[config.mk]
export PLATFORM = sky130hd
export DESIGN_NAME = fifo_keyed_cache
export DESIGN_NICKNAME = d
export VERILOG_FILES = /design/src/fkc_pkg.sv /design/src/fkc_cell.sv /design/src/fifo_keyed_cache.sv
export VERILOG_INCLUDE_DIRS = /design/src /design/src/src
export SDC_FILE = /design/constraint.sdc
export NUM_CORES = 1
export LEC_CHECK = 0
export BUFFER_PORTS_ARGS = -buffer_cell sky130_fd_sc_hd__buf_4
export CAP_MARGIN = 30
export CORE_AREA = 2 2 380 382
export CTS_BUF_LIST = sky130_fd_sc_hd__clkbuf_8
export DETAILED_ROUTE_END_ITERATION = 12
export DIE_AREA = 0 0 382 384
export GPL_ROUTABILITY_DRIVEN = 0
export PLACE_DENSITY = 0.47
export SYNTH_ARGS = -nofsm -noshare
export SYNTH_HDL_FRONTEND = slang
export SYNTH_SLANG_ARGS = --single-unit
[constraint.sdc]
create_clock -name clk -period 5.9 [get_ports clk]
set_input_delay 0.295 -clock clk [delete_from_list [all_inputs] [get_ports clk]]
set_output_delay 0.295 -clock clk [all_outputs]
set_load 0.1 [all_outputs]
[src/assert_macros.svh]
// Assertion helpers shared by the RTL. Both forms are checked at the rising
// edge of clk and are switched off while rst_n is low.
`ifndef ASSERT_MACROS_SVH
`define ASSERT_MACROS_SVH

// A condition that must hold at every clock edge.
`define ASSERT_ALWAYS(label, expr, msg) \
  label: assert property (@(posedge clk) disable iff (!rst_n) (expr)) \
    else $error(msg);

// A consequent that must hold in the cycle after its antecedent.
`define ASSERT_NEXT(label, ante, cons, msg) \
  label: assert property (@(posedge clk) disable iff (!rst_n) (ante) |=> (cons)) \
    else $error(msg);

`endif

[src/fkc_pkg.sv]
`timescale 1ns / 1ps
// ----------------------------------------------------------------------------
// fkc_pkg
// Shared widths, status codes, defaults and cell control type of the
// insertion-ordered key/value cache.
// ----------------------------------------------------------------------------
package fkc_pkg;

  localparam int KEY_W          = 32;
  localparam int VALUE_W        = 32;
  localparam int STATUS_W       = 3;
  localparam int CAP_W          = 5;
  localparam int DEPTH_DEF      = 16;
  localparam int DATA_WIDTH_DEF = 32;

  localparam logic [CAP_W-1:0] CAP_RESET = 5'd16;

  localparam logic OP_PUT = 1'b0;
  localparam logic OP_GET = 1'b1;

  localparam logic [STATUS_W-1:0] ST_GET_HIT      = 3'd0;
  localparam logic [STATUS_W-1:0] ST_GET_MISS     = 3'd1;
  localparam logic [STATUS_W-1:0] ST_PUT_UPDATED  = 3'd2;
  localparam logic [STATUS_W-1:0] ST_PUT_INSERTED = 3'd3;
  localparam logic [STATUS_W-1:0] ST_PUT_EVICTED  = 3'd4;

  // Per-cell control: cmp_en captures the key compare, shift_en loads the
  // entry of the neighbor in front.
  typedef struct packed {
    logic cmp_en;
    logic shift_en;
  } cell_ctrl_t;

endpackage

[src/fkc_cell.sv]
`timescale 1ns / 1ps
// ----------------------------------------------------------------------------
// fkc_cell
// One entry of the cache chain: holds a key, a value and a valid flag,
// compares its key against a request and takes its front neighbor's entry.
// ----------------------------------------------------------------------------
module fkc_cell #(
  parameter int VW = 32
) (
  input  logic                      clk,
  input  logic                      rst_n,
  input  fkc_pkg::cell_ctrl_t       ctrl,
  input  logic [fkc_pkg::KEY_W-1:0] cmp_key,
  input  logic                      prev_valid,
  input  logic [fkc_pkg::KEY_W-1:0] prev_key,
  input  logic [VW-1:0]             prev_value,
  output logic                      valid,
  output logic [fkc_pkg::KEY_W-1:0] key,
  output logic [VW-1:0]             value,
  output logic                      match
);

  logic                      valid_r;
  logic                      valid_nxt;
  logic                      match_r;
  logic                      match_nxt;
  logic [fkc_pkg::KEY_W-1:0] key_r;
  logic [fkc_pkg::KEY_W-1:0] key_nxt;
  logic [VW-1:0]             value_r;
  logic [VW-1:0]             value_nxt;

  always_comb begin
    valid_nxt = valid_r;
    key_nxt   = key_r;
    value_nxt = value_r;
    match_nxt = match_r;
    if (ctrl.cmp_en) begin
      match_nxt = valid_r && (key_r == cmp_key);
    end
    if (ctrl.shift_en) begin
      valid_nxt = prev_valid;
      key_nxt   = prev_key;
      value_nxt = prev_value;
    end
  end

  always_ff @(posedge clk) begin
    if (!rst_n) begin
      valid_r <= 1'b0;
      match_r <= 1'b0;
    end else begin
      valid_r <= valid_nxt;
      match_r <= match_nxt;
    end
  end

  always_ff @(posedge clk) begin
    key_r   <= key_nxt;
    value_r <= value_nxt;
  end

  assign valid = valid_r;
  assign key   = key_r;
  assign value = value_r;
  assign match = match_r;

endmodule

[src/fifo_keyed_cache.sv]
`timescale 1ns / 1ps
// ----------------------------------------------------------------------------
// fifo_keyed_cache
// Fully associative key/value cache kept in insertion order, built as a row
// of entry cells that shift toward the back.
// ----------------------------------------------------------------------------
// Usage:
//   A request (in_op, in_key, in_value) is taken when start is high and busy
//   is low. A put overwrites a present key and moves it to the front, or
//   inserts a new key at the front, dropping the oldest entry once the count
//   has reached the capacity register, clamped to 1..DEPTH. A get looks a
//   key up without reordering.
//   A request is handled by a key compare in every cell in parallel, then
//   by encoding the hit position as the cells in front of it shift by one.
//   busy is high during the shift, so no new request is taken until the last
//   one has finished. The result appears on out_status, out_read_value and
//   out_evicted_key for one cycle with out_valid, registered from the shift
//   step. The receiver cannot stall; nothing waits on it.
//   The capacity register is written over cfg_valid/cfg_ready/cfg_data and
//   is always ready. Reset empties the cache and sets the capacity to 16.
// ----------------------------------------------------------------------------
`include "assert_macros.svh"

module fifo_keyed_cache #(
  parameter int DEPTH      = fkc_pkg::DEPTH_DEF,
  parameter int DATA_WIDTH = fkc_pkg::DATA_WIDTH_DEF
) (
  input  logic                         clk,
  input  logic                         rst_n,
  input  logic                         start,
  output logic                         busy,
  input  logic                         in_op,
  input  logic [fkc_pkg::KEY_W-1:0]    in_key,
  input  logic [fkc_pkg::VALUE_W-1:0]  in_value,
  output logic                         out_valid,
  output logic [fkc_pkg::STATUS_W-1:0] out_status,
  output logic [fkc_pkg::VALUE_W-1:0]  out_read_value,
  output logic [fkc_pkg::KEY_W-1:0]    out_evicted_key,
  input  logic                         cfg_valid,
  output logic                         cfg_ready,
  input  logic [fkc_pkg::CAP_W-1:0]    cfg_data
);

  localparam int VW = (DATA_WIDTH < fkc_pkg::VALUE_W) ? DATA_WIDTH : fkc_pkg::VALUE_W;
  localparam int CW = $clog2(DEPTH + 1);
  localparam int EW = (CW > fkc_pkg::CAP_W) ? CW : fkc_pkg::CAP_W;

  localparam logic [EW-1:0] DEPTH_E = EW'(DEPTH);
  localparam logic [CW-1:0] LAST_POS = CW'(DEPTH - 1);

  logic                         accept;
  logic                         busy_r;
  logic                         busy_nxt;
  logic [fkc_pkg::CAP_W-1:0]    cap_r;
  logic [fkc_pkg::CAP_W-1:0]    cap_nxt;
  logic [CW-1:0]                count_r;
  logic [CW-1:0]                count_nxt;
  logic                         req_op_r;
  logic [fkc_pkg::KEY_W-1:0]    req_key_r;
  logic [VW-1:0]                req_value_r;
  logic                         out_valid_r;
  logic                         out_valid_nxt;
  logic [fkc_pkg::STATUS_W-1:0] status_r;
  logic [fkc_pkg::STATUS_W-1:0] status_nxt;
  logic [fkc_pkg::VALUE_W-1:0]  read_value_r;
  logic [fkc_pkg::VALUE_W-1:0]  read_value_nxt;
  logic [fkc_pkg::KEY_W-1:0]    evicted_key_r;
  logic [fkc_pkg::KEY_W-1:0]    evicted_key_nxt;

  fkc_pkg::cell_ctrl_t       cell_ctrl [DEPTH];
  logic                      chain_valid [DEPTH+1];
  logic [fkc_pkg::KEY_W-1:0] chain_key   [DEPTH+1];
  logic [VW-1:0]             chain_value [DEPTH+1];
  logic [DEPTH-1:0]          match;

  logic                      hit;
  logic [CW-1:0]             hit_pos;
  logic [VW-1:0]             hit_value;
  logic [fkc_pkg::KEY_W-1:0] back_key;
  logic [EW-1:0]             cap_e;
  logic [EW-1:0]             eff_cap;
  logic                      evict;
  logic [CW-1:0]             ins_pos;
  logic [CW-1:0]             shift_lim;
  logic                      do_put;

  assign accept    = start && !busy_r;
  assign cfg_ready = 1'b1;

  // Cell 0 takes the request itself; every other cell takes its front neighbor.
  assign chain_valid[0] = 1'b1;
  assign chain_key[0]   = req_key_r;
  assign chain_value[0] = req_value_r;

  for (genvar g = 0; g < DEPTH; g++) begin : g_cell
    fkc_cell #(
      .VW (VW)
    ) u_cell (
      .clk        (clk),
      .rst_n      (rst_n),
      .ctrl       (cell_ctrl[g]),
      .cmp_key    (in_key),
      .prev_valid (chain_valid[g]),
      .prev_key   (chain_key[g]),
      .prev_value (chain_value[g]),
      .valid      (chain_valid[g+1]),
      .key        (chain_key[g+1]),
      .value      (chain_value[g+1]),
      .match      (match[g])
    );
  end

  // Keys are unique, so at most one match bit is set and an OR of the
  // selected indexes and values gives the hit position and data.
  always_comb begin
    hit_pos   = '0;
    hit_value = '0;
    back_key  = '0;
    for (int i = 0; i < DEPTH; i++) begin
      if (match[i]) begin
        hit_pos   = hit_pos | CW'(i);
        hit_value = hit_value | chain_value[i+1];
      end
      if (count_r == CW'(i + 1)) begin
        back_key = chain_key[i+1];
      end
    end
    hit = |match;
  end

  always_comb begin
    cap_e = EW'(cap_r);
    if (cap_e == '0) begin
      eff_cap = EW'(1);
    end else if (cap_e > DEPTH_E) begin
      eff_cap = DEPTH_E;
    end else begin
      eff_cap = cap_e;
    end
    evict   = (EW'(count_r) >= eff_cap) && (count_r != '0);
    ins_pos = evict ? (count_r - CW'(1)) : count_r;
    if (hit) begin
      shift_lim = hit_pos;
    end else if (ins_pos > LAST_POS) begin
      shift_lim = LAST_POS;
    end else begin
      shift_lim = ins_pos;
    end
    do_put = busy_r && (req_op_r == fkc_pkg::OP_PUT);
  end

  always_comb begin
    for (int i = 0; i < DEPTH; i++) begin
      cell_ctrl[i].cmp_en   = accept;
      cell_ctrl[i].shift_en = do_put && (CW'(i) <= shift_lim);
    end
  end

  always_comb begin
    busy_nxt        = accept;
    cap_nxt         = cap_r;
    count_nxt       = count_r;
    out_valid_nxt   = busy_r;
    status_nxt      = fkc_pkg::ST_GET_MISS;
    read_value_nxt  = '0;
    evicted_key_nxt = '0;
    if (cfg_valid && cfg_ready) begin
      cap_nxt = cfg_data;
    end
    if (busy_r) begin
      if (req_op_r == fkc_pkg::OP_GET) begin
        if (hit) begin
          status_nxt     = fkc_pkg::ST_GET_HIT;
          read_value_nxt = fkc_pkg::VALUE_W'(hit_value);
        end
      end else if (hit) begin
        status_nxt = fkc_pkg::ST_PUT_UPDATED;
      end else begin
        status_nxt = fkc_pkg::ST_PUT_INSERTED;
        if (evict) begin
          status_nxt      = fkc_pkg::ST_PUT_EVICTED;
          evicted_key_nxt = back_key;
        end
        if (ins_pos < CW'(DEPTH)) begin
          count_nxt = ins_pos + CW'(1);
        end else begin
          count_nxt = ins_pos;
        end
      end
    end
  end

  always_ff @(posedge clk) begin
    if (!rst_n) begin
      busy_r      <= 1'b0;
      cap_r       <= fkc_pkg::CAP_RESET;
      count_r     <= '0;
      out_valid_r <= 1'b0;
    end else begin
      busy_r      <= busy_nxt;
      cap_r       <= cap_nxt;
      count_r     <= count_nxt;
      out_valid_r <= out_valid_nxt;
    end
  end

  always_ff @(posedge clk) begin
    if (accept) begin
      req_op_r    <= in_op;
      req_key_r   <= in_key;
      req_value_r <= in_value[VW-1:0];
    end
    status_r      <= status_nxt;
    read_value_r  <= read_value_nxt;
    evicted_key_r <= evicted_key_nxt;
  end

  assign busy            = busy_r;
  assign out_valid       = out_valid_r;
  assign out_status      = status_r;
  assign out_read_value  = read_value_r;
  assign out_evicted_key = evicted_key_r;

  `ASSERT_NEXT(a_accept_busy, accept, busy_r && !out_valid_r, "request did not enter lookup")
  `ASSERT_NEXT(a_busy_result, busy_r, out_valid_r && !busy_r, "lookup gave no result")
  `ASSERT_ALWAYS(a_count_bound, count_r <= CW'(DEPTH), "entry count above depth")
  `ASSERT_ALWAYS(a_match_unique, $onehot0(match), "key held in more than one entry")
  `ASSERT_ALWAYS(a_evict_key, !out_valid_r || status_r == fkc_pkg::ST_PUT_EVICTED || evicted_key_r == '0, "evicted key without eviction")

endmodule
==> out/results.ini, run 1 <==
[run_status]
outcome = finished clean

[cts]
cts_root_buf = clkbuf_8
clk-insertion-delay-late_ps = 950
ctsResizeCount = 0
path_clk_slew_ps = 60
numCtsBuffers = 206
clock_sinks = 1200
cts_tree = built
htreeDepth = 4
clock_path_buffers = 3

[route]
drtAntennaViolNets = 0
firstDrtPassIters = 8
wl_per_cell_um = 29.3
vias = 31232
routed_wl_um = 167000
detail_route.vias_per_cell = 5.46
drcViolationCount = 0
drtIter0Drc = 3567

[yosys]
synth_edf_count = 1089
synth-seq-area-share = 0.705
async_flop_share = 0
netlist_instances = 3348
synth_area_per_cell_um2 = 14.8
ys_types = 77
syn_area_mm2 = 0.0495
ys_ff_latch = 1200
synth_top_area_cell = edfxtp_1
post-synth-top-count-cell = edfxtp_1
yosys_warnings = 0
synth.area.top_cells = edfxtp_1 (66%), xor2_1 (5.7%), dfxtp_1 (4.5%), xnor2_1 (3.5%), a221oi_1 (1.7%)
synth_top_area_share = 0.660
ys.flop_type = edfxtp_1
netlist_top_cells_count = edfxtp_1 (1089), xor2_1 (320), clkbuf_1 (198)
syn-num-nets = 3434

[sta]
setup_viol = 0
finalMaxSlewViolations = 0
worst_pin_slew_ps = 996
rsz0062_at_grt = false
clock.fmax_ghz = 0.246
min_period_over_period = 0.690
relSlewSlack = 0.334
finalHoldViolCount = 0
period_minus_slack_ps = 4070
fin_setup_tns_ps = 0
fin_skew_ps = 60.9

[grt]
grt_pass1_vias = 31325
grt_usage = 0.224
grt_pass1_wl_um = 235000
grt_max_degree = 77
grt_overflow = 0
antenna_found_initial = 2

[critical_path]
startpoint_type = flip-flop
worstPathArrival_ps = 4650
crit_type = reg2reg
cp-end-kind = flip-flop
cp_max_fo = 44
cp.required_ps = 6480

[pwr]
peakVddDrop_mv = 0.199
p_leak_nw = 18.6
powerDensity_mw_per_mm2 = 305
power_mw = 17.7

[die]
dieArea_mm2 = 0.147
row_count = 139
die_w_um = 382
ios = 144
start_util = 0.347
coreArea_mm2 = 0.143
chipHeight_um = 384

[placed_design]
dp_hpwl_um = 110000
dpl_cell_area_mm2 = 0.0531
port_buffers = 142

[finish]
final_area_mm2 = 0.0580
layout-drive-gt1-share = 0.143
fin_nets = 3722
syn_to_final_growth_pct = 17.2
final_util = 0.406

[min_path]
hold_path_class = in2reg

[job]
drv_cap = 0

## cell families (layout without fill, tap and decap cells)
logic type	Yosys count	count (layout)	synth area share
buffers and inverters	255	722	0.0199
AND/OR/NAND/NOR	596	596	0.0648
XOR/XNOR	516	516	0.0912
other	1	2	0.0000757
AO/OA/AOI/OAI	746	746	0.111
adder cells (fa/ha/maj)	12	12	0.00303
flip-flops	1200	1200	0.705
multiplexers	22	22	0.00455
## routing by layer
layer / global-route usage / vias up / part of all wire
met4: 0.0798 / 0 / 0.032
met5: 0 / - / 0
met1: 0.318 / 15874 / 0.45
met2: 0.343 / 1411 / 0.45
li1: - / 13708 / -
met3: 0.0410 / 239 / 0.067
## worst paths after layout
path	slack, ps	end	cells after the start	startpoint
max reg2reg	1830	g_cell[11].u_cell.key[13]$_DFFE_PP_	12	count_r[0]$_SDFFE_PN0P_
min reg2reg	410	g_cell[0].u_cell.value[0]$_DFFE_PP_	0	req_value_r[0]$_DFFE_PP_
min	90	req_value_r[29]$_DFFE_PP_	2	in_value[29]
max	1830	g_cell[11].u_cell.key[13]$_DFFE_PP_	12	count_r[0]$_SDFFE_PN0P_
## what timing repair did
| action | in CTS | in global routing |
|---|---|---|
| hold buffers | 100 | 0 |
| setup buffers | 0 | 0 |
| hold endpoints to repair | 109 | 0 |
## final cells by class
class	instances	area [µm²]
fill	13297	84700
sequential	1200	34900
multi-input combinational	1893	13800
clock buffer	221	3040
timing repair buffer	316	2840
tap	1903	2380
clock inverter	166	935
inverter	19	80.1
antenna	1	2.50
## critical path, stage by stage, from the launching register on
cell and delay [ps]:
dfxtp_1 560, inv_1 230, ha_1 340, nor2b_1 190, o21ai_1 190, a21oi_4 290, xnor2_1 190, inv_1 70
ha_1 200, nor2_1 170, o21ai_1 230, a31oi_4 620, buf_12 390
## power by group
group	switching (mW)	leakage [nW]	internal, mW
combinational	0.642	5.49	0.313
sequential	0.0763	10.8	9.33
clock	3.60	2.35	3.75
## layout by cell type, fill, tap and decap left out, types with 16 or more instances in the layout
cell type         n
o211ai_1         33
a31oi_1          36
a22o_1           96
a22oi_1          66
buf_4           200
inv_1           101
nand4_1          82
mux2i_1          20
clkinv_2         18
xnor2_1         196
dfxtp_1          95
nand3b_1         35
nand2_1         197
o21ai_0          68
edfxtp_1       1089
o221ai_1         31
and3_1           62
a21boi_0         18
clkbuf_8        221
a221o_1          28
dfxtp_2          16
nor2_1           40
xor2_1          320
a222oi_1         29
dlygate4sd3_1   100
a21oi_1         163
a41oi_1          26
a221oi_1         98
clkinv_1         41
nor4_1           98
## flip-flops by register name (all words and copies together), names as in the netlist, 16 cells and up
register             flops
g_cell.u_cell.valid     16
g_cell.u_cell.value    512
g_cell.u_cell.match     16
g_cell.u_cell.key      512
out_evicted_key         32
req_key_r               32
req_value_r             32
out_read_value          32
## stage by stage
stage | worst slack, ps | hold slack (ps) | cells
after floorplan | -505 | 394 | 3348
after global placement | 1350 | 400 | 5223
after CTS | 1800 | 3.59 | 5718
final | 1830 | 91.9 | 5719
after detailed placement | 1770 | 405 | 5231
after global routing | 1620 | 55.3 | 5719
No activity file was read; power rests on OpenSTA's default activity.
==> inputs of run 2 (changes only) <==
Settings changed: ABC_AREA from default to 1, CORE_AREA 2 2 380 382 to 2 2 388 390, DIE_AREA 0 0 382 384 to 0 0 390 392, PLACE_DENSITY 0.47 to 0.46.
Clock period 5.9 ns to 3.85 ns, I/O delays scaled along.
==> run 2 against run 1 <==
Against the previous run:
- routed wire length is 0.87% higher
- critical endpoint is now g_cell[10].u_cell.value[11]$_DFFE_PP_
- critical path depth grew 9
- core utilization grew 0.77 points
- global-route usage fell by 0.87 points
- largest cell class unchanged
- die area is 4.2% higher
- highest routed layer is now met5
- non-clock buffer count rose by 108
==> out/results.ini, run 2 <==
[sta]
timing.final.ws_setup_ps = 116  ; was 1830 ps
rsz0062_at_grt = true  ; was false
worst_pin_slew_ps = 1060  ; was 996 ps
clock.fmax_ghz = 0.268  ; was 0.246 GHz
finalMaxSlewViolations = 0  ; unchanged
setup_viol = 0  ; unchanged
period_minus_slack_ps = 3730  ; was 4070 ps
holdWs_ps = 111  ; was 91.9 ps
finalHoldViolCount = 0  ; unchanged
fin_skew_ps = 51.5  ; was 60.9 ps
min_period_over_period = 0.970  ; was 0.690
relSlewSlack = 0.296  ; was 0.334

[yosys]
ys_types = 57  ; was 77
post-synth-top-count-cell = edfxtp_1  ; unchanged
synth.area.top_cells = edfxtp_1 (63%), nand2_1 (7.1%), dfxtp_1 (4.3%), xnor2_1 (3.2%), xor2_1 (2.8%)  ; was edfxtp_1 (66%), xor2_1 (5.7%), dfxtp_1 (4.5%), xnor2_1 (3.5%), a221oi_1 (1.7%)
async_flop_share = 0  ; unchanged
synth_xor_xnor_area_share = 0.0598  ; was 0.0912
ys_ff_latch = 1200  ; unchanged
yosys_warnings = 0  ; unchanged
synth_top_family_by_area = simple AND/OR/NAND/NOR gates  ; was compound AO/OA/AOI/OAI gates
synth_top_area_cell = edfxtp_1  ; unchanged
synth_area_per_cell_um2 = 11.9  ; was 14.8 µm²
synth_compound_area_frac = 0.0744  ; was 0.111
yosys.area_share.simple = 0.144  ; was 0.0648
synth-seq-area-share = 0.676  ; was 0.705
netlist_top_cells_count = edfxtp_1 (1089), nand2_1 (974), inv_1 (329)  ; was edfxtp_1 (1089), xor2_1 (320), clkbuf_1 (198)
synth_top_area_share = 0.633  ; was 0.660
syn_area_mm2 = 0.0517  ; was 0.0495 mm²
ys.flop_type = edfxtp_1  ; unchanged
netlist_instances = 4336  ; was 3348
synth_edf_count = 1089  ; unchanged
synthMuxAreaShare = 0  ; was 0.00455
synthAdderAreaFrac = 0.00290  ; was 0.00303
syn-num-nets = 4422  ; was 3434

[run_status]
outcome = finished clean  ; unchanged

[critical_path]
r2r_start = cap_e[1]$_SDFFE_PN0P_  ; was count_r[0]$_SDFFE_PN0P_
r2r-end = g_cell[10].u_cell.value[11]$_DFFE_PP_  ; was g_cell[11].u_cell.key[13]$_DFFE_PP_
cp.required_ps = 4460  ; was 6480 ps
cp-end-kind = flip-flop  ; unchanged
worstPathArrival_ps = 4350  ; was 4650 ps
r2r_slack_ps = 120  ; was 1830 ps
startpoint_type = flip-flop  ; unchanged
cp_max_fo = 16  ; was 44
reg2reg_depth = 21  ; was 12
crit_type = reg2reg  ; unchanged

[finish]
layout_commonest_cell = edfxtp_1  ; unchanged
fillCellCount = 14023  ; was 13297
final_cell_mix = edfxtp_1 (1089), nand2_1 (966), inv_1 (395), buf_4 (259), clkbuf_8 (229)  ; was edfxtp_1 (1089), xor2_1 (320), clkbuf_8 (221), buf_4 (200), nand2_1 (197)
fin_nets = 4830  ; was 3722
syn_to_final_growth_pct = 19.3  ; was 17.2%
final_area_mm2 = 0.0617  ; was 0.0580 mm²
layout-drive-gt1-share = 0.162  ; was 0.143

[route]
routed_wl_um = 169000  ; was 167000 µm
vias = 34629  ; was 31232
firstDrtPassIters = 5  ; was 8
drtIter0Drc = 3491  ; was 3567
detail_route.vias_per_cell = 5.04  ; was 5.46
drtAntennaViolNets = 0  ; unchanged
drcViolationCount = 0  ; unchanged
wl_per_cell_um = 24.6  ; was 29.3 µm

[placed_design]
dp_hpwl_um = 114000  ; was 110000 µm
place_ws_ps = -22.2  ; was 1770 ps
dpl_cell_area_mm2 = 0.0561  ; was 0.0531 mm²
port_buffers = 142  ; unchanged

[pwr]
seqPwrFrac = 0.524  ; was 0.531
powerDensity_mw_per_mm2 = 449  ; was 305 mW/mm²
p_int_mw = 20.8  ; was 13.4 mW
power_frac_clock = 0.413  ; was 0.415
p_sw_mw = 6.82  ; was 4.32 mW
p_comb_frac = 0.062  ; was 0.054
swShare = 0.247  ; was 0.244
p_leak_nw = 22.1  ; was 18.6 nW
peakVddDrop_mv = 0.294  ; was 0.199 mV

[die]
dieArea_mm2 = 0.153  ; was 0.147 mm²
row_count = 142  ; was 139
start_util = 0.347  ; about the same
chipHeight_um = 392  ; was 384 µm
coreArea_mm2 = 0.149  ; was 0.143 mm²
die_w_um = 390  ; was 382 µm
ios = 144  ; unchanged

[grt]
grt_overflow = 0  ; unchanged
antenna_found_initial = 3  ; was 2
grt_pass1_vias = 34218  ; was 31325
grt_usage = 0.215  ; was 0.224
grt_pass1_wl_um = 240000  ; was 235000 µm
grt_max_degree = 65  ; was 77

[cts]
clock_sinks = 1200  ; unchanged
cts_tree = built  ; unchanged
numCtsBuffers = 208  ; was 206
clk-insertion-delay-late_ps = 920  ; was 950 ps
clock_path_buffers = 3  ; unchanged
path_clk_slew_ps = 70  ; was 60 ps
htreeDepth = 4  ; unchanged
cts_root_buf = clkbuf_8  ; unchanged

[min_path]
holdPathEnd = cap_e[4]$_SDFFE_PN1P_  ; was req_value_r[29]$_DFFE_PP_
hold_path_class = in2reg  ; unchanged
whs_path_depth = 4  ; was 2
min_from = cfg_data[4]  ; was in_value[29]

[job]
drv_cap = 0  ; unchanged

==> run 2: stage by stage <==
stage | power (mW) | util | cells | setup TNS (ps)
2_1_floorplan | 15.6 | - | 4336 | -139090
3_3_place_gp | 16.3 | 0.376 | 6346 | -68.4
3_5_place_dp | 16.3 | 0.377 | 6347 | -536
4_1_cts | 27.9 | 0.411 | 6846 | 0
5_1_grt | 28.7 | 0.414 | 6868 | -2070
6_report | 27.7 | 0.414 | 6870 | 0
==> run 2: kinds of logic after synthesis <==
| family | after synthesis |
|---|---|
| buf+inv | 570 |
| fa+ha+maj | 12 |
| flops | 1200 |
| other cells | 1 |
| xor+xnor | 352 |
| compound gates | 548 |
| simple gates | 1653 |
==> run 2: worst max-delay path, stage by stage (launching register included) <==
cell        delay [ps]
dfxtp_1            320
or4_4              550
nand2_2            100
nand2_1             90
ha_4               280
nand2_1             50
inv_1               50
nand4_1            130
o2111ai_4          140
nand2_4            110
buf_4              150
nor2_2             120
xor2_2             220
a21oi_2             50
nand2_2             80
nand2_2             80
buf_4              160
nand2_1            110
nand2_2            100
clkinvlp_4         130
buf_12             160
clkbuf_16          220
==> run 2: repair_timing <==
action / 4_1_cts / 5_1_grt
hold buffers: 110 / 0
cloned: 0 / 15
setup buffers: 0 / 6
gates resized for setup: 1 / 14
endpoints found under the setup margin: 32 / 729
endpoints found under the hold margin: 103 / 0
pin swaps: 0 / 3
==> run 2: layout make-up <==
class                   instances  area, µm²  area share
diodes                          3       7.51    0.000122
clock buffers                 229       3150      0.0511
clock inverters               160        877      0.0142
inverters                     344       1370      0.0222
multi-input cells            2566      14700       0.239
flip-flops and latches       1200      34900       0.567
well taps                    1944       2430      0.0394
repair buffers                424       4160      0.0675
==> run 2: how the worst max path moves through the flow <==
stage / startpoint / end / cells after the start
floorplan: cap_e[1]$_SDFFE_PN0P_ / g_cell[14].u_cell.key[0]$_DFFE_PP_ / 17
global placement: cap_e[1]$_SDFFE_PN0P_ / g_cell[5].u_cell.key[13]$_DFFE_PP_ / 20
detailed placement: cap_e[1]$_SDFFE_PN0P_ / g_cell[5].u_cell.key[8]$_DFFE_PP_ / 20
CTS: cap_e[1]$_SDFFE_PN0P_ / g_cell[1].u_cell.key[2]$_DFFE_PP_ / 20
global route: cap_e[1]$_SDFFE_PN0P_ / g_cell[2].u_cell.value[18]$_DFFE_PP_ / 21
finish: cap_e[1]$_SDFFE_PN0P_ / g_cell[10].u_cell.value[11]$_DFFE_PP_ / 21
==> run 2: power by group through the flow <==
| stage | Clock [mW] | Combinational, mW | Sequential, mW |
|---|---|---|---|
| detailed placement | 0 | 1.56 | 14.8 |
| finish | 11.4 | 1.73 | 14.5 |
| global route | 12.3 | 1.87 | 14.5 |
| CTS | 11.7 | 1.66 | 14.5 |
| floorplan | 0 | 0.854 | 14.7 |
| global placement | 0 | 1.56 | 14.8 |
==> run 2: per-layer routing <==
| metal | up-vias | share of wire | track usage |
|---|---|---|---|
| met5 | - | 0.000077 | 0 |
| met4 | 2 | 0.023 | 0.0584 |
| met3 | 247 | 0.066 | 0.0382 |
| met2 | 1290 | 0.43 | 0.321 |
| met1 | 16907 | 0.48 | 0.321 |
| li1 | 16183 | - | - |
